===== src/design/twsa_pkg.sv =====
// ---------------------------------------------------------------------------
// Twirl warp source address package
// Types, widths and constants shared by the twirl source address pipeline.
// ---------------------------------------------------------------------------
`default_nettype none

package twsa_pkg;

    // Field and datapath widths.
    localparam int DIM_W     = 13;
    localparam int CRD_W     = 12;
    localparam int STR_W     = 16;
    localparam int DXY_W     = 14;
    localparam int SQ_W      = 27;
    localparam int RAD_W     = 44;
    localparam int ROOT_W    = 22;
    localparam int SQ_REM_W  = 26;
    localparam int RDIFF_W   = 24;
    localparam int RMAG_W    = 23;
    localparam int P_W       = 39;
    localparam int P_LO_W    = 19;
    localparam int P_HI_W    = 20;
    localparam int C24_W     = 22;
    localparam int N_W       = 61;
    localparam int QUO_W     = 42;
    localparam int PHASE_W   = 32;
    localparam int XY_W      = 34;
    localparam int GAIN_W    = 30;
    localparam int XL_W      = 17;
    localparam int XH_W      = 17;
    localparam int PPH_W     = 48;
    localparam int PPL_W     = 47;
    localparam int SUM_W     = 66;
    localparam int UV_W      = 40;
    localparam int IDX_W     = 3;
    localparam int CFG_W     = 16;

    // Fixed-point constants: one turn over two pi in Q24 and the inverse CORDIC gain in Q30.
    localparam logic [C24_W-1:0]  TURN_C24     = 22'd2670177;
    localparam logic [GAIN_W-1:0] INV_GAIN_Q30 = 30'd652032874;

    // Configuration register indexes.
    localparam logic [IDX_W-1:0] REG_WIDTH    = 3'd0;
    localparam logic [IDX_W-1:0] REG_HEIGHT   = 3'd1;
    localparam logic [IDX_W-1:0] REG_CENTER_X = 3'd2;
    localparam logic [IDX_W-1:0] REG_CENTER_Y = 3'd3;
    localparam logic [IDX_W-1:0] REG_STRENGTH = 3'd4;

    typedef struct packed {
        logic [CRD_W-1:0] out_col;
        logic [CRD_W-1:0] out_row;
    } in_item_t;

    typedef struct packed {
        logic [CRD_W-1:0] src_x;
        logic [CRD_W-1:0] src_y;
        logic             in_range;
    } out_item_t;

    // Data that rides along the chain beside each cell's own working state.
    typedef struct packed {
        logic signed [DXY_W-1:0] dx;
        logic signed [DXY_W-1:0] dy;
        logic                    neg;
    } side_t;

    typedef struct packed {
        logic [SQ_REM_W-1:0] rem;
        logic [ROOT_W-1:0]   root;
        logic [RAD_W-1:0]    rad;
        side_t               side;
    } sqrt_stage_t;

    typedef struct packed {
        logic [DIM_W-1:0] rem;
        logic [N_W-1:0]   num;
        logic [QUO_W-1:0] quo;
        side_t            side;
    } div_stage_t;

    typedef struct packed {
        logic signed [XY_W-1:0] x;
        logic signed [XY_W-1:0] y;
        logic signed [XY_W-1:0] z;
    } cor_stage_t;

    // Arctangent of 2^-i as a fraction of one turn, scaled by 2^32.
    function automatic logic [PHASE_W-1:0] atan_turn(input int idx);
        logic [PHASE_W-1:0] a;
        case (idx)
            0:  a = 32'd536870912;
            1:  a = 32'd316933406;
            2:  a = 32'd167458907;
            3:  a = 32'd85004756;
            4:  a = 32'd42667331;
            5:  a = 32'd21354465;
            6:  a = 32'd10679838;
            7:  a = 32'd5340245;
            8:  a = 32'd2670163;
            9:  a = 32'd1335087;
            10: a = 32'd667544;
            11: a = 32'd333772;
            12: a = 32'd166886;
            13: a = 32'd83443;
            14: a = 32'd41722;
            15: a = 32'd20861;
            16: a = 32'd10430;
            17: a = 32'd5215;
            18: a = 32'd2608;
            19: a = 32'd1304;
            20: a = 32'd652;
            21: a = 32'd326;
            22: a = 32'd163;
            23: a = 32'd81;
            24: a = 32'd41;
            25: a = 32'd20;
            26: a = 32'd10;
            27: a = 32'd5;
            28: a = 32'd3;
            29: a = 32'd1;
            30: a = 32'd1;
            default: a = 32'd0;
        endcase
        return a;
    endfunction

endpackage

`default_nettype wire


===== src/design/twsa_sqrt_cell.sv =====
// ---------------------------------------------------------------------------
// Square root cell
// One digit of a bit-by-bit integer square root: takes two radicand bits,
// produces one root bit and registers the result for the next cell.
// ---------------------------------------------------------------------------
`default_nettype none

module twsa_sqrt_cell (
    input  wire logic                 aclk,
    input  wire logic                 aresetn,
    input  wire logic                 en,
    input  wire logic                 in_valid,
    input  wire twsa_pkg::sqrt_stage_t in_stage,
    output logic                      out_valid,
    output twsa_pkg::sqrt_stage_t     out_stage
);

    logic                  valid_reg;
    twsa_pkg::sqrt_stage_t stage_reg;
    twsa_pkg::sqrt_stage_t stage_next;
    logic [twsa_pkg::SQ_REM_W-1:0] rem_sh;
    logic [twsa_pkg::SQ_REM_W-1:0] trial;

    // Bring down two radicand bits and try the next root bit.
    always_comb begin
        rem_sh = {in_stage.rem[twsa_pkg::SQ_REM_W-3:0],
                  in_stage.rad[twsa_pkg::RAD_W-1 -: 2]};
        trial  = {2'b00, in_stage.root, 2'b01};
        stage_next      = in_stage;
        stage_next.rad  = {in_stage.rad[twsa_pkg::RAD_W-3:0], 2'b00};
        if (rem_sh >= trial) begin
            stage_next.rem  = rem_sh - trial;
            stage_next.root = {in_stage.root[twsa_pkg::ROOT_W-2:0], 1'b1};
        end else begin
            stage_next.rem  = rem_sh;
            stage_next.root = {in_stage.root[twsa_pkg::ROOT_W-2:0], 1'b0};
        end
    end

    always_ff @(posedge aclk) begin
        if (!aresetn) begin
            valid_reg <= 1'b0;
        end else if (en) begin
            valid_reg <= in_valid;
        end
    end

    always_ff @(posedge aclk) begin
        if (en) begin
            stage_reg <= stage_next;
        end
    end

    assign out_valid = valid_reg;
    assign out_stage = stage_reg;

endmodule

`default_nettype wire


===== config.mk =====
export PLATFORM = sky130hd
export DESIGN_NAME = twsa_sqrt_cell
export DESIGN_NICKNAME = d
export VERILOG_FILES = /design/src/design/twsa_pkg.sv /design/src/design/twsa_sqrt_cell.sv
export SDC_FILE = /design/constraint.sdc
export NUM_CORES = 1
export LEC_CHECK = 0
export BUFFER_PORTS_ARGS = -buffer_cell sky130_fd_sc_hd__buf_2
export CAP_MARGIN = 20
export CORE_ASPECT_RATIO = 1.4
export CORE_MARGIN = 3
export CORE_UTILIZATION = 48
export CTS_BUF_LIST = sky130_fd_sc_hd__clkbuf_8 sky130_fd_sc_hd__clkbuf_16
export DETAILED_ROUTE_END_ITERATION = 10
export PLACE_DENSITY = 0.81
export SYNTH_ARGS = -nofsm -noshare
export SYNTH_HDL_FRONTEND = slang
export SYNTH_SLANG_ARGS = --single-unit

===== constraint.sdc =====
create_clock -name aclk -period 3.27 [get_ports aclk]
set_input_delay 0.4905 -clock aclk [delete_from_list [all_inputs] [get_ports aclk]]
set_output_delay 0.4905 -clock aclk [all_outputs]
set_load 0.03 [all_outputs]

# Yosys cells after proc, flatten, opt, wreduce, memory -nomap -nowiden
# Index checks and enable logic that the tools add are counted.
# Widths: inputs -> output; s select.
[classes] add_sub_neg=1 mul=0 n_div=0 n_lt_le_gt_ge=1 eq_ne=0 n_shift=0 mux=1 bitwise_logic=0 n_reduce_logical=0
[ops] op="$mux 48" count=1
[ops] op="$ge 26x24->1" count=1
[ops] op="$sub 26x24->26" count=1
[word_totals] register_bits=120 latchBits=0 mem_bits_rw=0 romBits=0 out_inout_bits=122 mem_count=0

# Depth between registers and ports, before layout
[depth] ltp_word=2 ltp_mapped=11 ltp_nobuf=9

# Least setup slack after synthesis
# OpenSTA, ideal clock, no wires.
[synth_timing] path_kind="input -> register" start="in in_stage[82] (netlist bit)" end="reg stage_reg (netlist bit out_stage[103]) (data pin)" setup_time_ps=260 arrival_ps=2492 setup_slack_ps=518 stages=11 n_path_buf=2 path_cell_list="inv_1 > ha_1 > buf_6 > a21o_1 > a21o_1 > a211o_1 > o31a_4 > nor2_8 > inv_4 > buf_8 > mux2_4"
[synth_lines] item="start, declared" line_no="twsa_sqrt_cell.sv:13" source="input wire twsa_pkg::sqrt_stage_t in_stage,"
[synth_lines] item="end signal, assigned" line_no="twsa_sqrt_cell.sv:50" source="stage_reg <= stage_next;"
[synth_lines] item="end, declared" line_no="twsa_sqrt_cell.sv:19" source="twsa_pkg::sqrt_stage_t stage_reg;"

==> results.cfg <==
[status]
run_status = completed

[clocking]
tritoncts = done
cts_buffer_depth = 2
clk_pin_slew_ps = 60
post_cts_buffers = 0
insertion_delay_ps = 400
cts_resized = 0
numCtsBuffers = 17
cts.sink_count = 120
htreeDepth = 4
clockRootBuffer = clkbuf_16
postCtsHoldBufs = 0

[placement]
place_ws_ps = 245
dp_hpwl_mm = 13.2
placed_area_um2 = 7050
gp_congestion = 0.948
placement.io_buffers = 242

[detailed_routing]
viasPerCell = 5.41
drc = 0
vias = 4515
first_pass_iters = 5
initialDrtViolationCount = 217
ant_nets = 0
totalWireLength_mm = 17.1
routedWlPerCell_um = 20.5

[sta]
fin_crit_sh_pct = 80.2
hold_viol = 0
finalCriticalPeriod_ps = 2620
setup-tns-final_ps = 0
finalMaxSlewViolations = 0
fin_skew_ps = 0
fmax_ghz = 0.381
slew_headroom_pct = 53.5
worst_pin_slew_ps = 690
finalSetupViolations = 0
rsz0062_at_grt = false
setup_ws_ps = 647

[logic_synthesis]
syn_area_per_cell_um2 = 13.6
synth_area_leaders = edfxtp_1 64%, ha_1 5.4%, a21oi_1 2.5%
yosysWarnings = 0
syn-cell-area_um2 = 5610
synth-edff-count = 119
postSynthCellCount = 412
ys_seq_area_share_pct = 64.1
ys_ff_latch = 120
yosysUniqueCellTypes = 59
synth_top_area_share_pct = 63.7
synth_common_cells = 119 x edfxtp_1, 29 x inv_1, 28 x a21oi_1, 26 x nand2_1, 24 x ha_1
yosysMostFrequentCell = edfxtp_1
yosysTopAreaCell = edfxtp_1
synth_async_sr_flop_share_pct = 0
synthFlopType = edfxtp_1

[grt]
grt_max_degree = 75
grt_overflow = 0
grt_pass1_wl_mm = 26.3
grt.total_usage_pct = 26.3
antenna_found_initial = 1
grt_pass1_vias = 4704

[die]
coreArea_um2 = 11400
fp-row-count = 46
die_y_um = 134
ios = 247
start_util_pct = 49.2
die_area_um2 = 13000
dieWidth_um = 97.4

[power]
cellPowerDensity_nw_per_um2 = 608
peakVddDrop_mv = 0.383
leakagePower_nw = 3.40

[hold_path]
hp-class = in2reg
whs_path_depth = 1

[critical_path]
critPathArrivalTime_ps = 2780
critPathLaunchType = primary input
path_max_fanout = 12
reg2reg_depth = 2
required_ps = 3420
critPathKind = in2reg
critPathCaptureType = flip-flop

[layout]
antenna_cells = 0
drive_gt1_share_pct = 46.2
final_area_um2 = 7610
area_delta_synth_final_pct = 35.7
fin_nets = 826

[flow_run]
cap_violations = 0
[layout by cell type, fill, tap and decap left out, drive strengths merged, types with 3 or more instances in the layout]
master	instances
buf	260
edfxtp	119
inv	33
a21oi	29
nand2	26
ha	24
clkbuf	17
nand3	16
nor3	14
o21ai	13
nor2	13
mux2	13
a21o	9
o21a	9
clkinv	9
o31ai	8
xor2	7
o21bai	6
xnor2	6
nor4	5
o211ai	5
nand4	5
or2	3
nor2b	3
a31oi	3
[through the flow]
step                      power [W]  hold WS (ps)  util, %  std cells
after floorplan             0.00256           589        -        413
after global placement      0.00289           507     61.9        802
after global routing        0.00481           234     66.8        834
final                       0.00462           251     66.8        834
after detailed placement    0.00291           542     61.9        802
after CTS                   0.00466           242     66.8        834
[worst paths after layout]
kind	from	end	slack, ps
setup / recovery	in_stage[89]	out_stage[102]	650
hold / removal	in_stage[6]	out_stage[6]	250
setup reg to reg	out_valid	out_valid	2650
hold reg to reg	out_valid	out_valid	550
[worst max-delay path, cell delays in order]
cell and delay [ps]:
buf_2 80, inv_1 40, ha_1 410, nand4_2 210, or4_1 540, a21oi_2 190
o31a_4 220, nor2_8 40, inv_4 190, mux2_2 360
[kinds of logic after synthesis]
family / after synthesis / synth area share, %
compound gates: 101 / 12.7
xor+xnor: 13 / 2.03
fa+ha+maj: 24 / 5.35
buf+inv: 45 / 3.84
flops: 120 / 64.1
mux: 14 / 3.19
other cells: 1 / 0.0669
simple gates: 94 / 8.74
[state kept, by name, summed over array words and instances, names as in the netlist]
signal,count
out_stage,119
out_valid,1
[metal layers]
layer / vias to the layer above / share of wire [%] / GRT usage [%]
li1: 2099 / - / -
met1: 2167 / 37 / 29.7
met2: 227 / 53 / 47.4
met3: 22 / 8.5 / 9.31
met4: 0 / 1.5 / 6.54
met5: - / 0 / 0
[power breakdown]
group | internal (W) | switching (W)
Sequential | 0.00187 | 0.0000369
Clock | 0.00104 | 0.000693
Combinational | 0.000333 | 0.000650
Total | 0.00324 | 0.00138
[cell type report]
| class | instances | area (um2) |
|---|---|---|
| clock buffer | 17 | 425 |
| clock inverter | 15 | 130 |
| fill | 865 | 3790 |
| inverter | 30 | 115 |
| multi-input combinational | 248 | 1800 |
| sequential | 120 | 3590 |
| tap | 144 | 180 |
| timing repair buffer | 260 | 1360 |
Power figures use the tool's default switching activity.
