## src/design/twsa_pkg.sv

```systemverilog
// ---------------------------------------------------------------------------
// Twirl warp source address package
// Types, widths and constants shared by the twirl source address pipeline.
// ---------------------------------------------------------------------------
`default_nettype none

package twsa_pkg;

    // Field and datapath widths.
    localparam int DIM_W     = 13;
    localparam int CRD_W     = 12;
    localparam int STR_W     = 16;
    localparam int DXY_W     = 14;
    localparam int SQ_W      = 27;
    localparam int RAD_W     = 44;
    localparam int ROOT_W    = 22;
    localparam int SQ_REM_W  = 26;
    localparam int RDIFF_W   = 24;
    localparam int RMAG_W    = 23;
    localparam int P_W       = 39;
    localparam int P_LO_W    = 19;
    localparam int P_HI_W    = 20;
    localparam int C24_W     = 22;
    localparam int N_W       = 61;
    localparam int QUO_W     = 42;
    localparam int PHASE_W   = 32;
    localparam int XY_W      = 34;
    localparam int GAIN_W    = 30;
    localparam int XL_W      = 17;
    localparam int XH_W      = 17;
    localparam int PPH_W     = 48;
    localparam int PPL_W     = 47;
    localparam int SUM_W     = 66;
    localparam int UV_W      = 40;
    localparam int IDX_W     = 3;
    localparam int CFG_W     = 16;

    // Fixed-point constants: one turn over two pi in Q24 and the inverse CORDIC gain in Q30.
    localparam logic [C24_W-1:0]  TURN_C24     = 22'd2670177;
    localparam logic [GAIN_W-1:0] INV_GAIN_Q30 = 30'd652032874;

    // Configuration register indexes.
    localparam logic [IDX_W-1:0] REG_WIDTH    = 3'd0;
    localparam logic [IDX_W-1:0] REG_HEIGHT   = 3'd1;
    localparam logic [IDX_W-1:0] REG_CENTER_X = 3'd2;
    localparam logic [IDX_W-1:0] REG_CENTER_Y = 3'd3;
    localparam logic [IDX_W-1:0] REG_STRENGTH = 3'd4;

    typedef struct packed {
        logic [CRD_W-1:0] out_col;
        logic [CRD_W-1:0] out_row;
    } in_item_t;

    typedef struct packed {
        logic [CRD_W-1:0] src_x;
        logic [CRD_W-1:0] src_y;
        logic             in_range;
    } out_item_t;

    // Data that rides along the chain beside each cell's own working state.
    typedef struct packed {
        logic signed [DXY_W-1:0] dx;
        logic signed [DXY_W-1:0] dy;
        logic                    neg;
    } side_t;

    typedef struct packed {
        logic [SQ_REM_W-1:0] rem;
        logic [ROOT_W-1:0]   root;
        logic [RAD_W-1:0]    rad;
        side_t               side;
    } sqrt_stage_t;

    typedef struct packed {
        logic [DIM_W-1:0] rem;
        logic [N_W-1:0]   num;
        logic [QUO_W-1:0] quo;
        side_t            side;
    } div_stage_t;

    typedef struct packed {
        logic signed [XY_W-1:0] x;
        logic signed [XY_W-1:0] y;
        logic signed [XY_W-1:0] z;
    } cor_stage_t;

    // Arctangent of 2^-i as a fraction of one turn, scaled by 2^32.
    function automatic logic [PHASE_W-1:0] atan_turn(input int idx);
        logic [PHASE_W-1:0] a;
        case (idx)
            0:  a = 32'd536870912;
            1:  a = 32'd316933406;
            2:  a = 32'd167458907;
            3:  a = 32'd85004756;
            4:  a = 32'd42667331;
            5:  a = 32'd21354465;
            6:  a = 32'd10679838;
            7:  a = 32'd5340245;
            8:  a = 32'd2670163;
            9:  a = 32'd1335087;
            10: a = 32'd667544;
            11: a = 32'd333772;
            12: a = 32'd166886;
            13: a = 32'd83443;
            14: a = 32'd41722;
            15: a = 32'd20861;
            16: a = 32'd10430;
            17: a = 32'd5215;
            18: a = 32'd2608;
            19: a = 32'd1304;
            20: a = 32'd652;
            21: a = 32'd326;
            22: a = 32'd163;
            23: a = 32'd81;
            24: a = 32'd41;
            25: a = 32'd20;
            26: a = 32'd10;
            27: a = 32'd5;
            28: a = 32'd3;
            29: a = 32'd1;
            30: a = 32'd1;
            default: a = 32'd0;
        endcase
        return a;
    endfunction

endpackage

`default_nettype wire

```

## src/design/twsa_cordic_cell.sv

```systemverilog
// ---------------------------------------------------------------------------
// CORDIC rotation cell
// One micro-rotation of the vector towards a residual angle of zero,
// using a fixed shift and arctangent constant for its place in the chain.
// ---------------------------------------------------------------------------
`default_nettype none

module twsa_cordic_cell #(
    parameter int IDX = 0
) (
    input  wire logic                 aclk,
    input  wire logic                 aresetn,
    input  wire logic                 en,
    input  wire logic                 in_valid,
    input  wire twsa_pkg::cor_stage_t in_stage,
    output logic                      out_valid,
    output twsa_pkg::cor_stage_t      out_stage
);

    localparam logic signed [twsa_pkg::XY_W-1:0] Atan =
        {2'b00, twsa_pkg::atan_turn(IDX)};

    logic                 valid_reg;
    twsa_pkg::cor_stage_t stage_reg;
    twsa_pkg::cor_stage_t stage_next;
    logic signed [twsa_pkg::XY_W-1:0] xs;
    logic signed [twsa_pkg::XY_W-1:0] ys;

    // Rotate by plus or minus the stage angle, by the sign of the residual.
    always_comb begin
        xs = in_stage.x >>> IDX;
        ys = in_stage.y >>> IDX;
        if (!in_stage.z[twsa_pkg::XY_W-1]) begin
            stage_next.x = in_stage.x - ys;
            stage_next.y = in_stage.y + xs;
            stage_next.z = in_stage.z - Atan;
        end else begin
            stage_next.x = in_stage.x + ys;
            stage_next.y = in_stage.y - xs;
            stage_next.z = in_stage.z + Atan;
        end
    end

    always_ff @(posedge aclk) begin
        if (!aresetn) begin
            valid_reg <= 1'b0;
        end else if (en) begin
            valid_reg <= in_valid;
        end
    end

    always_ff @(posedge aclk) begin
        if (en) begin
            stage_reg <= stage_next;
        end
    end

    assign out_valid = valid_reg;
    assign out_stage = stage_reg;

endmodule

`default_nettype wire

```

## config.mk

```make
export PLATFORM = sky130hd
export DESIGN_NAME = twsa_cordic_cell
export DESIGN_NICKNAME = d
export VERILOG_FILES = /design/src/design/twsa_pkg.sv /design/src/design/twsa_cordic_cell.sv
export SDC_FILE = /design/constraint.sdc
export NUM_CORES = 1
export LEC_CHECK = 0
export CORE_MARGIN = 2
export CORE_UTILIZATION = 55
export CTS_BUF_LIST = sky130_fd_sc_hd__clkbuf_4 sky130_fd_sc_hd__clkbuf_8
export CTS_CLUSTER_DIAMETER = 50
export DETAILED_ROUTE_END_ITERATION = 8
export DONT_BUFFER_PORTS = 1
export PLACE_DENSITY = 0.81
export REMOVE_ABC_BUFFERS = 1
export SYNTH_ARGS = -nofsm -noshare
export SYNTH_HDL_FRONTEND = slang
export SYNTH_SLANG_ARGS = --single-unit
```

## constraint.sdc

```tcl
create_clock -name aclk -period 8.7 [get_ports aclk]
set_input_delay 1.305 -clock aclk [delete_from_list [all_inputs] [get_ports aclk]]
set_output_delay 1.305 -clock aclk [all_outputs]
set_load 0.1 [all_outputs]
```

After elaboration in Yosys (flattened, before gate mapping)
Index checks and enable logic that the tools add are counted.
- muxes and demuxes: 1
- bitwise gates (word level): 0
- div/mod/pow operators: 0
- $lt $le $gt $ge: 0
- shift-type cells: 0
- reductions and logical operators: 0
- add/sub/neg operators: 5
- equal/unequal tests: 0
- multiply operators: 0
- operators by type and width (kind ; count):
    $mux W102 ; 1
    $sub A34 B34 Y34 ; 2
    $add A34 B31 Y34 const B ; 1
    $add A34 B34 Y34 ; 1
    $sub A34 B31 Y34 const B ; 1
- register bits after elaboration: 103
- memories: 0
- output and inout port bits: 103
- memory bits (read-only): 0
- input bits: 106
- bits in latches: 0
- bits in writable memories: 0
- logic and storage cells: 10

Logic depth before layout (Yosys ltp)
Gate-level depths: netlist of the first run.
- depth in word-level cells: 2
- gate-level depth with buffers: 12
- depth with buffers taken out: 12

Worst setup path before layout of the first run
OpenSTA, ideal clock, no wires.
- path type: input to register
- from: input port in_stage[34] (netlist bit)
- to: register stage_reg (netlist bit out_stage[100]) (data pin)
- path buffers: 0
- setup slack: 4.948 ns
- cell stages on the path: 11
- data arrival time: 3.488 ns
- required time: 8.436 ns
- library setup time: 0.264 ns
- cells stage by stage: ha_1 fa_1 nor3b_1 o311ai_1 nand2_1 and3_1 nor2_2 o31ai_4 a311o_1 a211oi_2 xor2_1
- RTL lines (what ; RTL line ; text):
    start, declared ; twsa_cordic_cell.sv:15 ; input wire twsa_pkg::cor_stage_t in_stage,
    end signal, assigned ; twsa_cordic_cell.sv:54 ; stage_reg <= stage_next;
    end, declared ; twsa_cordic_cell.sv:24 ; twsa_pkg::cor_stage_t stage_reg;

==> impl_metrics.toml, run 1 <==
[setup_path]
worstPathRequired_ps = 8860
crit_path_top_delay_cell = "nor4_1"
r2r_slack_ps = 7360
cp_max_fo = 11
reg2reg_from = "out_valid"
path_buf_inv = 2
crit_top_cell = "and3_1"
crit_type = "input pin to flip-flop"
reg2regPathDepth = 2
cp-end-kind = "flip-flop"
start_kind = "input pin"
crit_family = "simple AND/OR/NAND/NOR gates"
r2r_end = "out_valid"
cp.arrival_ps = 4300
crit_chain = "inv_1, ha_1, clkinv_1, nor4_1, and3_1, o21ai_1, and3_1, o21a_1, o221ai_1, o311ai_1, xnor2_1"
cpPeakStageDelay_ps = 770

[synth]
synth.yosys.seq_area_share_pct = 33.71
synth_common_cells = "a21oi_1, ha_1, edfxtp_1, inv_1, nor2_1"
syn_inst = 1012
avgSynthCellArea_um2 = 8.949
synthDominantCellAreaShare_pct = 33.49
synth_area_leader_cell = "edfxtp_1"
ys_ff_latch = 102
synthDistinctLibCells = 81
yosys-top-cells-area = "edfxtp_1, ha_1, a21oi_1, xnor2_1, inv_1"
synth_most_common_cell = "a21oi_1"
syn_area_um2 = 9056
synth_edf_count = 101
synth-warning-count = 0
ys_async_sr_fraction_pct = 0
ys.flop_type = "edfxtp_1"

[clock_tree]
cts_tree = "done"
clk_pin_slew_ps = 120
cts_root_buffer = "clkbuf_8"
post_cts_buffers = 0
ctsHoldBuffers = 0
clk_latency_ps = 370
clockBufferDepth = 2
htree_num_levels = 3
clock_sinks = 102
cts-resized-gates = 0
cts_buffers = 9

[die]
initial_core_util_pct = 56.60
ios = 209
die-area_um2 = 17510
dieWidth_um = 132.3
core_um2 = 16000
rows = 46
die_height_um = 132.3

[global_route]
grt_overflow_total = 0
grt_pass1_wl_um = 41280
grt_max_degree = 103
antenna_found_initial = 1
grtUsageTotal_pct = 29.94
grt_pass1_vias = 7281

[hold_path]
whs_endpoint = "out_stage[0]"
hp-start = "in_stage[0]"
hold_depth = 0
hp-class = "input pin to flip-flop"

[flow_run]
max-cap-violations = 0

[cells_and_area]
final_layout_size_suffix_gt1_share_pct = 4.167
nNetsFinal = 1191
area_growth_pct = 3.233

[timing]
slew_headroom_pct = 30.96
fmax_mhz = 241.2
worst_slew_pin_slew_ps = 1038
post-route-period-util_pct = 47.66
maxSlewViolCount = 0
hold_viol_final = 0
whs_ps = 1017
setup-violations-final = 0
tns_ps = 0
fin_ws_ps = 4553
grt_setup_unrepaired = "no"
finClkSkew_ps = 0
min_period_ps = 4147

[route]
first_iter_violations = 906
wirelength_um = 26880
ant_nets = 0
drc_errors = 0
vias_per_cell = 6.535
wl_per_cell_um = 22.38
first_pass_iters = 5
num_vias = 7848

[power]
p_leak_nw = 3.792
vdd_drop_max_mv = 0.1021
power.density_nw_per_um2 = 207.4

[placed_design]
port_buffers = 0
dp_slack_ps = 4250
place_congestion = 0.9901
place_hpwl_um = 21310

[status]
status = "complete, no violations"
-- flip-flops by register name, summed over array words and instances, names as in the netlist --
register   cells
out_stage    101
out_valid      1
-- worst max-delay path by stage --
| stage | cells past startpoint | end | startpoint |
|---|---|---|---|
| 5_1_grt | 11 | out_stage[100] | in_stage[55] |
| 4_1_cts | 11 | out_stage[66] | in_stage[55] |
| 6_report | 11 | out_stage[66] | in_stage[55] |
| 2_1_floorplan | 11 | out_stage[67] | in_stage[43] |
| 3_3_place_gp | 11 | out_stage[66] | in_stage[55] |
| 3_5_place_dp | 11 | out_stage[66] | in_stage[55] |
-- placed cells by master (no fill, tap or decap), types with 4 or more instances in the layout --
cell,netlist,routed
a31oi_1,8,8
and3_1,5,5
nand3_1,12,12
a21o_1,17,17
nor2b_1,12,12
inv_1,93,93
o21a_1,9,9
inv_2,9,9
ha_1,102,102
a211oi_1,14,14
clkbuf_8,0,9
o21ai_0,60,60
edfxtp_1,101,101
o21bai_1,22,22
a211o_1,4,4
nor3_1,22,22
nand4_1,14,14
nor2_1,70,70
nor4_1,11,11
nand2b_1,5,5
nand3b_1,4,4
xor2_1,8,8
a21oi_1,113,113
o31ai_1,14,14
o2111ai_1,4,4
or3_1,4,4
o211ai_1,7,7
xnor2_1,59,59
mux2i_1,19,19
nand2_1,53,53
o21ai_1,18,18
fa_1,4,4
-- logic make-up after synthesis --
logic type	synth area share (%)
mux	2.100
compound gates	23.67
flops	33.71
simple gates	12.42
buf+inv	6.646
xor+xnor	6.480
fa+ha+maj	14.98
-- per-layer routing --
metal | global-route usage [%] | routed length, µm | vias up | share of wire, %
met5 | 0 | 0 | - | 0
met3 | 6.228 | 2947 | 57 | 11
met4 | 12.13 | 938 | 0 | 3.5
met2 | 46.57 | 11840 | 528 | 44
met1 | 40.84 | 11150 | 3680 | 41
li1 | - | - | 3583 | -
-- where the power goes --
| group | internal, W | total, W | switching [W] |
|---|---|---|---|
| combinational | 0.000172 | 0.000470 | 0.000298 |
| sequential | 0.000639 | 0.00118 | 0.000537 |
| clock | 0.000110 | 0.000294 | 0.000183 |
-- per-stage QoR --
stage | area (µm²) | utilization, % | total power (W) | std cells
floorplan | 8848 | - | 0.001504 | 966
global placement | 9154 | 57.21 | 0.001638 | 1184
detailed placement | 9154 | 57.21 | 0.001642 | 1184
CTS | 9346 | 58.41 | 0.001932 | 1200
global route | 9349 | 58.43 | 0.002006 | 1201
finish | 9349 | 58.43 | 0.001939 | 1201
-- area by class of cell --
class	count	area, µm²
fillers	1486	6651
multi-input cells	759	5401
flip-flops and latches	102	3053
inverters	105	394.1
well taps	216	270.3
clock buffers	9	123.9
clock inverters	7	68.82
repair buffers	2	35.03
diodes	1	2.502
Note: power is estimated with default switching activity, not from simulation.
==> run 2: changes to the inputs <==
Clock period 8.7 ns to 4.01 ns, I/O delays scaled along.
==> impl_metrics.toml, run 2 (synthesized netlist as in run 1, its figures left out) <==
[global_route]
grt_overflow_total = 0
grt_pass1_vias = 7320
grtUsageTotal_pct = 31.15
grt_max_degree = 103
antenna_found_initial = 0
grt_pass1_wl_um = 42720

[timing]
maxSlewViolCount = 0
hold_viol_final = 0
fmax_mhz = 285.7
slew_headroom_pct = 26.83
tns_ps = 0
min_period_ps = 3500
grt_setup_unrepaired = "no"
post-route-period-util_pct = 87.29
setup-violations-final = 0
worst_slew_pin_slew_ps = 1100
finClkSkew_ps = 0

[die]
core_um2 = 16000
die_height_um = 132.3
die-area_um2 = 17510
ios = 209
dieWidth_um = 132.3
rows = 46
initial_core_util_pct = 56.60

[route]
num_vias = 7915
first_pass_iters = 6
wl_per_cell_um = 22.79
wirelength_um = 27660
route.met2.wl_um = 12420
first_iter_violations = 899
ant_nets = 0
top_layer = "met4"
wl_met1_um = 11820
drc_errors = 0
vias_per_cell = 6.520
dr_wl_met3_um = 2967

[cells_and_area]
area_growth_pct = 4.573
largest_reg_flops = 101
n_antenna_cell = 0
final_layout_size_suffix_gt1_share_pct = 5.511
layout_commonest_cell = "a21oi_1"
fill_cells = 1433
fin_util_pct = 59.19
nNetsFinal = 1205
stdcell_area_um2 = 9470
layout_common_cells = "a21oi_1, ha_1, edfxtp_1"

[power]
p_leak_nw = 3.871
combPwrFrac_pct = 24.4
switching_share_pct = 51.31
p_switching_w = 0.002201
p_int_w = 0.002089
vdd_drop_max_mv = 0.2091
power.clock.fraction_pct = 16.2
seqPwrFrac_pct = 59.4
power.density_nw_per_um2 = 453.0

[clock_tree]
cts-resized-gates = 0
cts_root_buffer = "clkbuf_8"
post_cts_buffers = 0
htree_num_levels = 3
cts_buffers = 9
clockBufferDepth = 2
clk_latency_ps = 380
clock_sinks = 102
cts_tree = "done"
ctsHoldBuffers = 0
clk_pin_slew_ps = 100

[placed_design]
place_hpwl_um = 22010
placed_area_um2 = 9259
place_congestion = 1.017
port_buffers = 0

[setup_path]
start_kind = "input pin"
crit_type = "input pin to flip-flop"
cp.arrival_ps = 3630
cp_max_fo = 11
cp-end-kind = "flip-flop"
path_buf_inv = 2
crit_chain = "inv_1, ha_1, clkinv_1, nor4_1, and3_1, o21ai_1, and3_1, o21a_1, o221ai_1, o311ai_1, xnor2_1"
worstPathRequired_ps = 4140
crit_family = "simple AND/OR/NAND/NOR gates"
crit_path_top_delay_cell = "nor4_1"
crit_top_cell = "and3_1"
cpPeakStageDelay_ps = 790

[status]
status = "complete, no violations"

[flow_run]
max-cap-violations = 0

[hold_path]
hp-class = "input pin to flip-flop"
## run 2: cell types whose count changed in the layout (fill, tap and decap cells not counted), sizes merged
cell / change
inv: +1
bufinv: +1
diode: -1
clkbuf: +1
clkinv: -3
buf: +14
## run 2: layer usage
metal  global-route usage (%)  up-vias
li1                         -     3614
met3                    7.113       36
met2                    48.79      500
met5                        0        -
met4                    6.870        0
met1                    44.16     3765
## run 2: cell type report
type                       count  area [µm²]  area share (%)
timing repair buffer          16       140.1           1.480
multi-input combinational    759        5401           57.04
inverter                     105       394.1           4.162
tap                          216       270.3           2.854
sequential                   102        3053           32.24
clock inverter                 6       73.82          0.7795
clock buffer                  10       137.6           1.453
## run 2: power groups by stage
| stage | registers [W] | clock network (W) | logic, W |
|---|---|---|---|
| 2_1_floorplan | 0.00254 | 0 | 0.000726 |
| 3_3_place_gp | 0.00257 | 0 | 0.00101 |
| 3_5_place_dp | 0.00258 | 0 | 0.00101 |
| 4_1_cts | 0.00255 | 0.000709 | 0.00101 |
| 5_1_grt | 0.00256 | 0.000744 | 0.00113 |
| 6_report | 0.00255 | 0.000694 | 0.00105 |
## run 2: path summary, 6_finish.rpt
check | startpoint | slack, ps | cells past startpoint | to
max | in_stage[55] | 510 | 11 | out_stage[66]
min | in_stage[0] | 310 | 0 | out_stage[0]
max reg2reg | out_valid | 2590 | 2 | out_valid
min reg2reg | out_valid | 1080 | 2 | out_valid
## run 2: stage by stage
step	total power [W]	setup slack, ps	hold WS, ps	instances
6_report	0.004290	509.6	307.1	1214
5_1_grt	0.004439	440.0	282.6	1214
4_1_cts	0.004278	660.8	288.2	1214
3_3_place_gp	0.003584	258.6	700.4	1198
3_5_place_dp	0.003588	238.8	700.4	1198
2_1_floorplan	0.003263	946.7	700.4	966
