**src/design/twsa_pkg.sv**
```systemverilog
// ---------------------------------------------------------------------------
// Twirl warp source address package
// Types, widths and constants shared by the twirl source address pipeline.
// ---------------------------------------------------------------------------
`default_nettype none

package twsa_pkg;

    // Field and datapath widths.
    localparam int DIM_W     = 13;
    localparam int CRD_W     = 12;
    localparam int STR_W     = 16;
    localparam int DXY_W     = 14;
    localparam int SQ_W      = 27;
    localparam int RAD_W     = 44;
    localparam int ROOT_W    = 22;
    localparam int SQ_REM_W  = 26;
    localparam int RDIFF_W   = 24;
    localparam int RMAG_W    = 23;
    localparam int P_W       = 39;
    localparam int P_LO_W    = 19;
    localparam int P_HI_W    = 20;
    localparam int C24_W     = 22;
    localparam int N_W       = 61;
    localparam int QUO_W     = 42;
    localparam int PHASE_W   = 32;
    localparam int XY_W      = 34;
    localparam int GAIN_W    = 30;
    localparam int XL_W      = 17;
    localparam int XH_W      = 17;
    localparam int PPH_W     = 48;
    localparam int PPL_W     = 47;
    localparam int SUM_W     = 66;
    localparam int UV_W      = 40;
    localparam int IDX_W     = 3;
    localparam int CFG_W     = 16;

    // Fixed-point constants: one turn over two pi in Q24 and the inverse CORDIC gain in Q30.
    localparam logic [C24_W-1:0]  TURN_C24     = 22'd2670177;
    localparam logic [GAIN_W-1:0] INV_GAIN_Q30 = 30'd652032874;

    // Configuration register indexes.
    localparam logic [IDX_W-1:0] REG_WIDTH    = 3'd0;
    localparam logic [IDX_W-1:0] REG_HEIGHT   = 3'd1;
    localparam logic [IDX_W-1:0] REG_CENTER_X = 3'd2;
    localparam logic [IDX_W-1:0] REG_CENTER_Y = 3'd3;
    localparam logic [IDX_W-1:0] REG_STRENGTH = 3'd4;

    typedef struct packed {
        logic [CRD_W-1:0] out_col;
        logic [CRD_W-1:0] out_row;
    } in_item_t;

    typedef struct packed {
        logic [CRD_W-1:0] src_x;
        logic [CRD_W-1:0] src_y;
        logic             in_range;
    } out_item_t;

    // Data that rides along the chain beside each cell's own working state.
    typedef struct packed {
        logic signed [DXY_W-1:0] dx;
        logic signed [DXY_W-1:0] dy;
        logic                    neg;
    } side_t;

    typedef struct packed {
        logic [SQ_REM_W-1:0] rem;
        logic [ROOT_W-1:0]   root;
        logic [RAD_W-1:0]    rad;
        side_t               side;
    } sqrt_stage_t;

    typedef struct packed {
        logic [DIM_W-1:0] rem;
        logic [N_W-1:0]   num;
        logic [QUO_W-1:0] quo;
        side_t            side;
    } div_stage_t;

    typedef struct packed {
        logic signed [XY_W-1:0] x;
        logic signed [XY_W-1:0] y;
        logic signed [XY_W-1:0] z;
    } cor_stage_t;

    // Arctangent of 2^-i as a fraction of one turn, scaled by 2^32.
    function automatic logic [PHASE_W-1:0] atan_turn(input int idx);
        logic [PHASE_W-1:0] a;
        case (idx)
            0:  a = 32'd536870912;
            1:  a = 32'd316933406;
            2:  a = 32'd167458907;
            3:  a = 32'd85004756;
            4:  a = 32'd42667331;
            5:  a = 32'd21354465;
            6:  a = 32'd10679838;
            7:  a = 32'd5340245;
            8:  a = 32'd2670163;
            9:  a = 32'd1335087;
            10: a = 32'd667544;
            11: a = 32'd333772;
            12: a = 32'd166886;
            13: a = 32'd83443;
            14: a = 32'd41722;
            15: a = 32'd20861;
            16: a = 32'd10430;
            17: a = 32'd5215;
            18: a = 32'd2608;
            19: a = 32'd1304;
            20: a = 32'd652;
            21: a = 32'd326;
            22: a = 32'd163;
            23: a = 32'd81;
            24: a = 32'd41;
            25: a = 32'd20;
            26: a = 32'd10;
            27: a = 32'd5;
            28: a = 32'd3;
            29: a = 32'd1;
            30: a = 32'd1;
            default: a = 32'd0;
        endcase
        return a;
    endfunction

endpackage

`default_nettype wire

```
**src/design/twsa_div_cell.sv**
```systemverilog
// ---------------------------------------------------------------------------
// Divider cell
// One step of a restoring long division by the smaller image dimension:
// one numerator bit in, one quotient bit out, registered.
// ---------------------------------------------------------------------------
`default_nettype none

module twsa_div_cell (
    input  wire logic                       aclk,
    input  wire logic                       aresetn,
    input  wire logic                       en,
    input  wire logic [twsa_pkg::DIM_W-1:0] divisor,
    input  wire logic                       in_valid,
    input  wire twsa_pkg::div_stage_t       in_stage,
    output logic                            out_valid,
    output twsa_pkg::div_stage_t            out_stage
);

    logic                 valid_reg;
    twsa_pkg::div_stage_t stage_reg;
    twsa_pkg::div_stage_t stage_next;
    logic [twsa_pkg::DIM_W:0] part;
    logic [twsa_pkg::DIM_W:0] diff;
    logic                     ge;

    // Shift in the next numerator bit and subtract the divisor when it fits.
    always_comb begin
        part = {in_stage.rem, in_stage.num[twsa_pkg::N_W-1]};
        diff = part - {1'b0, divisor};
        ge   = (part >= {1'b0, divisor});
        stage_next     = in_stage;
        stage_next.num = {in_stage.num[twsa_pkg::N_W-2:0], 1'b0};
        stage_next.quo = {in_stage.quo[twsa_pkg::QUO_W-2:0], ge};
        stage_next.rem = ge ? diff[twsa_pkg::DIM_W-1:0] : part[twsa_pkg::DIM_W-1:0];
    end

    always_ff @(posedge aclk) begin
        if (!aresetn) begin
            valid_reg <= 1'b0;
        end else if (en) begin
            valid_reg <= in_valid;
        end
    end

    always_ff @(posedge aclk) begin
        if (en) begin
            stage_reg <= stage_next;
        end
    end

    assign out_valid = valid_reg;
    assign out_stage = stage_reg;

endmodule

`default_nettype wire

```
**config.mk**
```make
export PLATFORM = sky130hd
export DESIGN_NAME = twsa_div_cell
export DESIGN_NICKNAME = d
export VERILOG_FILES = /design/src/design/twsa_pkg.sv /design/src/design/twsa_div_cell.sv
export SDC_FILE = /design/constraint.sdc
export NUM_CORES = 1
export LEC_CHECK = 0
export ABC_AREA = 1
export BUFFER_PORTS_ARGS = -buffer_cell sky130_fd_sc_hd__buf_2
export CORE_AREA = 8 8 127 129
export CTS_BUF_LIST = sky130_fd_sc_hd__clkbuf_16
export CTS_CLUSTER_SIZE = 24
export DETAILED_ROUTE_END_ITERATION = 10
export DIE_AREA = 0 0 135 137
export HOLD_SLACK_MARGIN = 0.08
export PLACE_DENSITY = 0.82
export SYNTH_ARGS = -nofsm -noshare
export SYNTH_HDL_FRONTEND = slang
export SYNTH_SLANG_ARGS = --single-unit
export TNS_END_PERCENT = 1
```
**constraint.sdc**
```tcl
create_clock -name aclk -period 1.8 [get_ports aclk]
set_input_delay 0.27 -clock aclk [delete_from_list [all_inputs] [get_ports aclk]]
set_output_delay 0.27 -clock aclk [all_outputs]
set_load 0.05 [all_outputs]
```
# Yosys cells after proc, flatten, opt, wreduce, memory -nomap -nowiden
# Index checks and enable logic that the tools add are counted.
[word_totals]
latchBits = 0
n_memories = 0
register_bits = 145
romBits = 0
ram_bits = 0
word_cells = 10
[op_classes]
reduce_logical = 0
eq_ne = 0
add_sub_neg = 1
shifts = 0
n_lt_le_gt_ge = 1
mux = 1
div_mod_pow = 0
mul = 0
bitwise_logic = 0
[op_table]
columns = ["cell", "count"]
rows = [
  ["14-bit by 13-bit greater-or-equal comparator with 1-bit output", 1],
  ["13-bit two-way mux", 1],
  ["13-bit subtractor", 1],
]

# Logic depth before layout (Yosys ltp)
# Gate-level depths: netlist of run 1.
[depth]
depth_word = 2
mapped_depth = 12
depth_no_buf = 11

# Least setup slack after synthesis of run 1
# Ideal clock, no wire load.
[synth_path]
kind = "input to register"
start = "input port in_stage[131] in the netlist's numbering"
end = "register stage_reg, in the netlist out_stage[133] (data pin)"
arrival_ps = 1562
stages = 10
path_buffers = 1
slack_ps = -16
path_cell_list = "inv_1 -> ha_1 -> fa_1 -> inv_1 -> nand2_1 -> nand3_1 -> nand2_4 -> nand3_4 -> buf_8 -> o21ai_2"
[synth_lines]
columns = ["item", "line", "text"]
rows = [
  ["start, declared", "twsa_div_cell.sv:14", "input wire twsa_pkg::div_stage_t in_stage,"],
  ["end signal, assigned", "twsa_div_cell.sv:47", "stage_reg <= stage_next;"],
  ["end, declared", "twsa_div_cell.sv:20", "twsa_pkg::div_stage_t stage_reg;"],
]

==> impl_metrics.py, run 1 <==
metrics = {
    "logic_synthesis": {
        "yosys_register_bits": 145,
        "synth.distinct_cells": 27,
        "yosysWarnings": 0,
        "synth_top_area_frac": 0.777,
        "synth_nets": 538,
        "yosysSeqAreaShare": 0.780,
        "avgSynthCellArea_um2": 15.4,
        "synth.largest_area_cell": "edfxtp_1",
        "synth_flop_cell": "edfxtp_1",
        "synth_edf_count": 144,
        "async_flop_share": 0,
        "synthCells": 362,
        "syn_area_um2": 5570,
        "synthTopCellsByArea": "edfxtp_1 78%, nand2_1 4.4%, inv_1 3.8%",
    },
    "detailed_routing": {
        "met1_length_mm": 6.95,
        "firstDrtPassIters": 5,
        "viasPerCell": 4.57,
        "dr_total_vias": 4793,
        "wl_met2_mm": 11.1,
        "wl_per_cell_um": 19.7,
        "dr.max_layer_used": "met4",
        "drtIter0Drc": 300,
        "finalWirelength_mm": 20.7,
        "dr_wl_met3_mm": 1.77,
        "ant_nets": 0,
        "drcViolationCount": 0,
    },
    "global_routing": {
        "grt_use_total": 0.220,
        "grt_pass1_wl_mm": 29.9,
        "grt_max_degree": 41,
        "grt_overflow": 0,
        "grt_pass1_vias": 5216,
        "antenna_found_initial": 1,
    },
    "sta": {
        "holdWs_ns": 0.130,
        "finClkSkew_ns": 0,
        "final_hold_viol_count": 0,
        "setup_viol": 0,
        "min_period_ns": 1.49,
        "drv_slew": 0,
        "fin_crit_sh": 0.826,
        "max_freq_mhz": 673,
        "rsz0062_at_grt": "false",
    },
    "layout": {
        "area_growth_pct": 70.4,
        "fin_cells": 1048,
        "nets": 1026,
        "fill_cells": 1025,
        "post_route_cells_drive_above_1_share": 0.466,
    },
    "clock_tree": {
        "insertion_delay_ns": 0.41,
        "cts_tree": "done",
        "post-cts-setup-buffer-count": 0,
        "clk_pin_slew_worst_paths_ns": 0.06,
        "root_buffer": "clkbuf_16",
        "clockBufferDepth": 2,
        "htree_levels": 4,
        "cts_sinks": 145,
        "numCtsBuffers": 17,
    },
    "floorplanning": {
        "rows": 44,
        "dieArea_um2": 18500,
        "start_util": 0.392,
        "ios": 308,
        "core_area_um2": 14200,
        "fp.dieW_um": 135,
        "die_h_um": 137,
    },
    "setup_path": {
        "critPathMaxFanout": 6,
        "cp-start-kind": "input port",
        "required_ns": 1.97,
        "r2r_setup_slack_ns": 1.15,
        "path_class": "input port to flop",
        "cp.arrival_ns": 1.65,
        "cp-end-kind": "flop",
    },
    "pwr": {
        "p_per_area_nw_per_um2": 1040,
        "vdd_drop_max_v": 0.000626,
        "leakage_nw": 4.43,
    },
    "place": {
        "dp_hpwl_mm": 14.6,
        "place.gp.congestion": 0.880,
        "io_buffer_count": 305,
        "place_inst": 884,
    },
    "min_path": {
        "hold_path.class": "input port to flop",
    },
    "flow_run": {
        "maxCapViolations": 0,
    },
    "run_status": {
        "status": "finished clean",
    },
}
==> critical path, stage by stage <==
cell and delay, ns:
buf_2 0.08, inv_1 0.05, ha_1 0.34, nand2_2 0.12, inv_2 0.04, nand2_1 0.07, nand2_2 0.07, a21oi_4 0.17
nand3_4 0.12, buf_4 0.20, nand3_2 0.07, nand2_1 0.06
==> timing repair <==
| item | CTS | global route |
|---|---|---|
| hold endpoints to repair | 131 | 0 |
| hold buffers | 131 | 0 |
| gates resized for setup | 0 | 0 |
| setup endpoints to repair | 0 | 0 |
==> per-layer routing <==
metal  vias up  global-route usage
li1       2237                   -
met1      2258               0.215
met2       251               0.404
met3        47              0.0775
met4         0               0.112
met5         -                   0
==> Yosys cell counts, types with 2 or more instances <==
library cell and number:
nand3_4 2, inv_2 2, nor2_4 2, nand2_2 13, nand3_2 4, o21ai_2 7, nor2_2 2, buf_4 2
nand4_1 11, nand3_1 12, inv_1 56, edfxtp_1 144, a21oi_1 5, nand2_1 65, xor2_1 5, nor2_1 7
ha_1 13
==> placed cells by master (no fill, tap or decap), drive strengths merged, types with 3 or more instances in the layout <==
| cell type | netlist | final |
|---|---|---|
| buf | 4 | 342 |
| edfxtp | 144 | 144 |
| dlygate4sd3 | 0 | 131 |
| nand2 | 79 | 79 |
| inv | 58 | 63 |
| nand3 | 18 | 18 |
| clkbuf | 0 | 17 |
| ha | 13 | 13 |
| nand4 | 11 | 11 |
| nor2 | 11 | 11 |
| o21ai | 8 | 8 |
| a21oi | 6 | 6 |
| clkinv | 0 | 6 |
| xor2 | 5 | 5 |
| bufinv | 0 | 3 |
==> area by class of cell <==
type,count,area [um^2],area share
timing repair buffer,473,3160,0.333
antenna,1,2.50,0.000264
inverter,58,218,0.0229
tap,184,230,0.0243
clock inverter,15,150,0.0158
sequential,145,4340,0.458
multi-input combinational,155,961,0.101
clock buffer,17,425,0.0448
==> path summary, 6_finish.rpt <==
check             startpoint        endpoint  cells after the start
setup / recovery  divisor[9]  out_stage[144]                     12
hold / removal       aresetn       out_valid                      3
setup reg to reg   out_valid       out_valid                      2
hold reg to reg    out_valid       out_valid                      2
==> cell families (layout without fill, tap and decap cells) <==
| logic type | after synthesis | in the layout | share of synthesized area |
|---|---|---|---|
| fa+ha+maj | 14 | 14 | 0.0328 |
| xor+xnor | 6 | 6 | 0.00944 |
| buf+inv | 62 | 563 | 0.0481 |
| simple gates | 120 | 120 | 0.109 |
| compound gates | 14 | 14 | 0.0193 |
| other cells | 1 | 2 | 0.000674 |
| flops | 145 | 145 | 0.780 |
==> state kept, by name, summed over array words and instances (netlist names) <==
register   flops
out_stage    144
out_valid      1
==> power by group <==
part	total (W)	internal, W	switching, W	leakage [nW]
Sequential	0.00414	0.00405	0.0000892	1.42
Combinational	0.00233	0.000715	0.00162	2.73
Clock	0.00344	0.00214	0.00130	0.289
Total	0.00991	0.00691	0.00300	4.43
==> stage by stage <==
| stage | worst slack (ns) | power, W | TNS, ns | util | instance area [um^2] |
|---|---|---|---|---|---|
| after floorplan | 0.0347 | 0.00556 | 0 | - | 5570 |
| after global placement | -0.0696 | 0.00622 | -0.754 | 0.535 | 7600 |
| after detailed placement | -0.127 | 0.00629 | -1.21 | 0.535 | 7600 |
| after CTS | 0.323 | 0.00994 | 0 | 0.668 | 9490 |
| after global routing | 0.180 | 0.0102 | 0 | 0.668 | 9490 |
| final | 0.313 | 0.00991 | 0 | 0.668 | 9490 |
Power figures use the tool's default switching activity.
==> run 2, diff against run 1 <==
Settings changed: CORE_AREA 8 8 127 129 to 8 8 122 124, DIE_AREA 0 0 135 137 to 0 0 130 132, PLACE_DENSITY 0.82 to 0.84.
Clock period 1.8 ns to 1.4 ns, I/O delays scaled along.
==> run 2 against run 1 <==
Effect of this change: cell count grew 0.29%; die area shrank 7.2%; core utilization grew 8.2 points; cell area grew 2.7%; worst hold slack gained 0.013 ns; clock-buffer cell count is the same; sequential power grew 29%; largest power group unchanged; wire length grew 14%; first-iteration DRC count grew 66%; flip-flop and latch count is the same.
==> impl_metrics.py, run 2 (synthesis results as in run 1) <==
metrics = {
    "run_status": {
        "status": "finished clean",
    },
    "layout": {
        "nets": 1038,
        "largest_reg_flops": 144,
        "antenna_cells": 0,
        "mostFrequentLayoutCell": "buf_2",
        "post_route_cells_drive_above_1_share": 0.501,
        "fin_cells": 1051,
        "multi_input_area_um2": 1110,
        "fill_cells": 799,
        "area_growth_pct": 75.0,
        "layout.area.seq_um2": 4340,
        "final_cell_mix": "303 x buf_2, 144 x edfxtp_1, 132 x dlygate4sd3_1",
    },
    "floorplanning": {
        "core_area_um2": 13000,
        "die_h_um": 132,
        "ios": 308,
        "fp.dieW_um": 130,
        "dieArea_um2": 17200,
        "rows": 42,
        "start_util": 0.429,
    },
    "detailed_routing": {
        "drcViolationCount": 0,
        "drtIter0Drc": 497,
        "dr_wl_met3_mm": 2.11,
        "finalWirelength_mm": 23.5,
        "dr_total_vias": 5084,
        "wl_met2_mm": 12.1,
        "met1_length_mm": 7.90,
        "wl_per_cell_um": 22.3,
        "dr.max_layer_used": "met4",
        "firstDrtPassIters": 5,
        "ant_nets": 0,
        "viasPerCell": 4.84,
    },
    "setup_path": {
        "cp-end-kind": "flop",
        "r2r_cells": 3,
        "cp.arrival_ns": 1.51,
        "r2r_setup_slack_ns": 0.15,
        "critPathMaxFanout": 15,
        "path_class": "input port to flop",
        "required_ns": 1.57,
        "cp-start-kind": "input port",
    },
    "place": {
        "place_inst": 886,
        "place.gp.congestion": 0.860,
        "dp_hpwl_mm": 14.5,
        "io_buffer_count": 305,
    },
    "flow_run": {
        "maxCapViolations": 0,
    },
    "clock_tree": {
        "cts_sinks": 145,
        "htree_levels": 4,
        "clockBufferDepth": 2,
        "numCtsBuffers": 17,
        "clk_pin_slew_worst_paths_ns": 0.06,
        "insertion_delay_ns": 0.41,
        "root_buffer": "clkbuf_16",
        "cts_tree": "done",
    },
    "global_routing": {
        "grt_use_total": 0.273,
        "grt_pass1_wl_mm": 34.2,
        "grt_max_degree": 46,
        "grt_pass1_vias": 5490,
        "antenna_found_initial": 0,
        "grt_overflow": 0,
    },
    "sta": {
        "finClkSkew_ns": 0,
        "fin_crit_sh": 0.961,
        "holdWs_ns": 0.142,
        "drv_slew": 0,
        "setup_viol": 0,
        "max_freq_mhz": 744,
        "min_period_ns": 1.34,
        "final_hold_viol_count": 0,
    },
    "pwr": {
        "vdd_drop_max_v": 0.000961,
        "p_per_area_nw_per_um2": 1320,
        "leakage_nw": 4.50,
    },
    "min_path": {
        "holdPathStages": 1,
        "hold_path.class": "input port to flop",
    },
}
==> run 2: cell types whose count changed in the layout (fill, tap and decap cells not counted), moves of 4 or more <==
cell,previous run,this run
ha_4,0,10
inv_6,2,6
clkinv_1,5,0
inv_1,59,54
buf_4,34,44
ha_1,13,3
==> run 2: layout make-up <==
class | count | share of cell area
Multi-Input combinational cell | 155 | 0.114
Sequential cell | 145 | 0.446
Timing Repair Buffer | 485 | 0.335
Inverter | 58 | 0.0236
Clock buffer | 17 | 0.0437
Tap cell | 176 | 0.0226
Clock inverter | 15 | 0.0149
==> run 2: stage by stage <==
| step | utilization | TNS [ns] | setup WS (ns) | total power (W) | instance area, um^2 |
|---|---|---|---|---|---|
| floorplan | - | -2.56 | -0.201 | 0.00719 | 5710 |
| global placement | 0.602 | -5.05 | -0.399 | 0.00808 | 7820 |
| global route | 0.751 | -0.00912 | -0.00912 | 0.0132 | 9740 |
| CTS | 0.748 | 0 | 0.0179 | 0.0127 | 9710 |
| detailed placement | 0.602 | -5.57 | -0.436 | 0.00815 | 7820 |
| finish | 0.751 | 0 | 0.0552 | 0.0128 | 9740 |
==> run 2: final timing paths <==
kind / startpoint / endpoint
setup / recovery: in_stage[131] / out_stage[133]
hold reg to reg: out_valid / out_valid
hold / removal: en / out_stage[92]
setup reg to reg: out_valid / out_valid
==> run 2: worst max-delay path, cell delays in order <==
cell and delay, ns:
clkbuf_4 0.15, inv_12 0.03, ha_4 0.15, fa_2 0.35, inv_2 0.08, nand2_1 0.07, nand3_2 0.09, nand2_4 0.08
nand3_4 0.07, buf_12 0.16, o21ai_2 0.07
==> run 2: layer usage <==
layer,GRT usage,vias up
met5,0,-
met1,0.281,2407
met3,0.0732,74
met2,0.482,345
met4,0.164,0
li1,-,2258
==> run 2: power by group <==
| part | switching, W | total (W) | internal (W) |
|---|---|---|---|
| clock network | 0.00199 | 0.00435 | 0.00236 |
| logic | 0.00217 | 0.00316 | 0.000990 |
| registers | 0.000131 | 0.00533 | 0.00520 |
| total | 0.00428 | 0.0128 | 0.00855 |
==> run 2: repair_timing <==
item	4_1_cts	5_1_grt
endpoints found under the setup margin	0	13
setup buffers	0	1
hold buffers	132	0
resized for setup	0	6
hold endpoints to repair	131	0
==> run 3, diff against run 2 <==
Settings changed: ABC_AREA 1 to default, CAP_MARGIN from default to 20, CORE_AREA 8 8 122 124 to 8 8 120 122, DIE_AREA 0 0 130 132 to 0 0 128 130.
==> run 3 against run 2 <==
Effect of this change: the run now ends with setup timing left; sequential share of layout area is 2.3 points higher; combinational power shrank 6%; sequential power about the same; total power grew 0.48%; critical path depth fell by 1; clock skew did not move; cell area is 4.9% lower; first-iteration DRC count fell by 48%; register-to-register slack better by 0.06 ns; clock-buffer cell count did not move; setup slack worse by 0.64 ns; synthesized cell count fell by 29%; critical path type unchanged; largest cell class unchanged; highest routed layer unchanged.
==> impl_metrics.py, run 3 <==
metrics = {
    "logic_synthesis": {
        "async_flop_share": 0,
        "yosysSeqAreaShare": 0.832,
        "synth.distinct_cells": 43,
        "synth.largest_area_cell": "edfxtp_1",
        "yosysWarnings": 0,
        "yosys_register_bits": 145,
        "synth_nets": 433,
        "avgSynthCellArea_um2": 20.3,
        "synth_top_area_frac": 0.828,
        "synth_flop_cell": "edfxtp_1",
        "synthTopCellsByArea": "edfxtp_1 83%, ha_1 3.1%, mux2_4 2.0%",
        "synth_most_common_cell": "edfxtp_1",
        "synth_edf_count": 144,
        "netlist_top_cells_count": "144 x edfxtp_1, 15 x inv_1, 13 x ha_1",
        "syn_area_um2": 5220,
        "synthCells": 257,
    },
    "detailed_routing": {
        "drtIter0Drc": 258,
        "finalWirelength_mm": 19.1,
        "firstDrtPassIters": 4,
        "drcViolationCount": 0,
        "ant_nets": 0,
        "wl_per_cell_um": 20.4,
        "dr_total_vias": 4305,
        "viasPerCell": 4.59,
    },
    "pwr": {
        "vdd_drop_max_v": 0.000803,
        "p_per_area_nw_per_um2": 1390,
        "leakage_nw": 4.13,
    },
    "sta": {
        "final_hold_viol_count": 0,
        "finClkSkew_ns": 0,
        "setup_viol": 14,
        "drv_slew": 0,
        "rsz0062_at_grt": "true",
        "holdWs_ns": 0.128,
        "fin_crit_sh": 1.42,
        "fin_ws_ns": -0.583,
        "min_period_ns": 1.98,
        "max_freq_mhz": 504,
    },
    "place": {
        "place_ws_ns": -1.08,
        "place.gp.congestion": 0.866,
        "io_buffer_count": 305,
        "dpl-instance-area_um2": 7310,
        "dp_hpwl_mm": 12.7,
    },
    "layout": {
        "fill_cells": 777,
        "post-route-util": 0.747,
        "final_cell_mix": "302 x buf_2, 144 x edfxtp_1, 132 x dlygate4sd3_1",
        "largest_reg_flops": 144,
        "final_cell_area_um2": 9270,
        "nets": 929,
        "post_route_cells_drive_above_1_share": 0.518,
        "multi_input_area_um2": 838,
        "layout.area.seq_um2": 4340,
        "mostFrequentLayoutCell": "buf_2",
        "antenna_cells": 0,
        "area_growth_pct": 77.5,
    },
    "floorplanning": {
        "die_h_um": 130,
        "rows": 41,
        "start_util": 0.421,
        "ios": 308,
        "fp.dieW_um": 128,
        "dieArea_um2": 16600,
        "core_area_um2": 12400,
    },
    "clock_tree": {
        "cts_tree": "done",
        "htree_levels": 4,
        "clk_pin_slew_worst_paths_ns": 0.06,
        "root_buffer": "clkbuf_16",
        "cts_sinks": 145,
        "clockBufferDepth": 2,
        "insertion_delay_ns": 0.40,
        "numCtsBuffers": 17,
    },
    "flow_run": {
        "maxCapViolations": 0,
    },
    "run_status": {
        "violations": "setup timing",
        "status": "finished, violations left",
    },
    "global_routing": {
        "grt_use_total": 0.225,
        "grt_pass1_wl_mm": 27.6,
        "grt_max_degree": 55,
        "grt_pass1_vias": 4816,
        "grt_overflow": 0,
        "antenna_found_initial": 0,
    },
    "setup_path": {
        "r2r-start": "out_valid",
        "critPathMaxFanout": 12,
        "startpoint": "in_stage[131]",
        "cp-end-kind": "flop",
        "cp.arrival_ns": 2.13,
        "cp-start-kind": "input port",
        "required_ns": 1.55,
        "path_class": "input port to flop",
    },
    "min_path": {
        "hold_path.class": "input port to flop",
        "min_from": "in_stage[135]",
    },
}
run 3: changes by cell type after synthesis, sizes merged, moves of 3 or more:
cell    delta
nand2     -75
inv       -43
nand3     -16
mux2      +11
nand4     -10
a211oi     +3
a21oi      +3
mux2i      +3
nand2b     +3
nor2       -3
nor2b      +3
xnor2      +3
run 3: critical path, cell delays in order:
cell	delay [ns]
buf_6	0.08
inv_4	0.03
ha_4	0.15
fa_2	0.36
nand2b_4	0.16
a21oi_4	0.17
o21ai_2	0.08
a211oi_2	0.20
o32a_4	0.33
mux2_2	0.36
run 3: repair_timing:
item / 4_1_cts / 5_1_grt
setup endpoints to repair: 14 / 14
cloned: 0 / 0
hold buffers: 132 / 0
gates resized for setup: 6 / 1
hold endpoints to repair: 131 / 0
setup buffers: 0 / 0
run 3: kinds of logic after synthesis:
logic type,share of synthesized area
flip-flops,0.832
AND/OR/NAND/NOR,0.0328
AO/OA/AOI/OAI,0.0338
buffers and inverters,0.0161
adder cells (fa/ha/maj),0.0350
multiplexers,0.0345
XOR/XNOR,0.0151
other,0.000718
run 3: metrics by stage:
stage	setup TNS, ns	total power (W)	cells
final	-7.54	0.0129	938
after global routing	-8.46	0.0133	938
after CTS	-7.06	0.0129	938
after detailed placement	-14.24	0.00804	774
after global placement	-13.47	0.00797	774
after floorplan	-10.68	0.00712	257
run 3: area by class of cell:
class / instances / share of cell area
Clock buffer: 17 / 0.0459
Sequential cell: 145 / 0.469
Clock inverter: 15 / 0.0194
Timing Repair Buffer: 479 / 0.346
Inverter: 15 / 0.00634
Tap cell: 172 / 0.0232
Multi-Input combinational cell: 95 / 0.0904
run 3: final timing paths:
kind | end | slack (ns) | depth (start not counted)
setup / recovery | out_stage[144] | -0.58 | 10
hold / removal | out_stage[136] | 0.13 | 2
setup reg to reg | out_valid | 0.21 | 3
hold reg to reg | out_valid | 1.13 | 3
run 3: power by group:
part           switching, W  total [W]  leakage (nW)  internal [W]
Sequential         0.000119    0.00533          1.42       0.00521
Clock               0.00176    0.00458         0.295       0.00282
Combinational       0.00199    0.00298          2.42      0.000990
run 3: per-layer routing:
| layer | track usage | part of all wire | vias up |
|---|---|---|---|
| li1 | - | - | 1998 |
| met1 | 0.226 | 0.34 | 2043 |
| met4 | 0.0930 | 0.026 | 0 |
| met2 | 0.428 | 0.55 | 230 |
| met5 | 0 | 0 | - |
| met3 | 0.0636 | 0.080 | 34 |
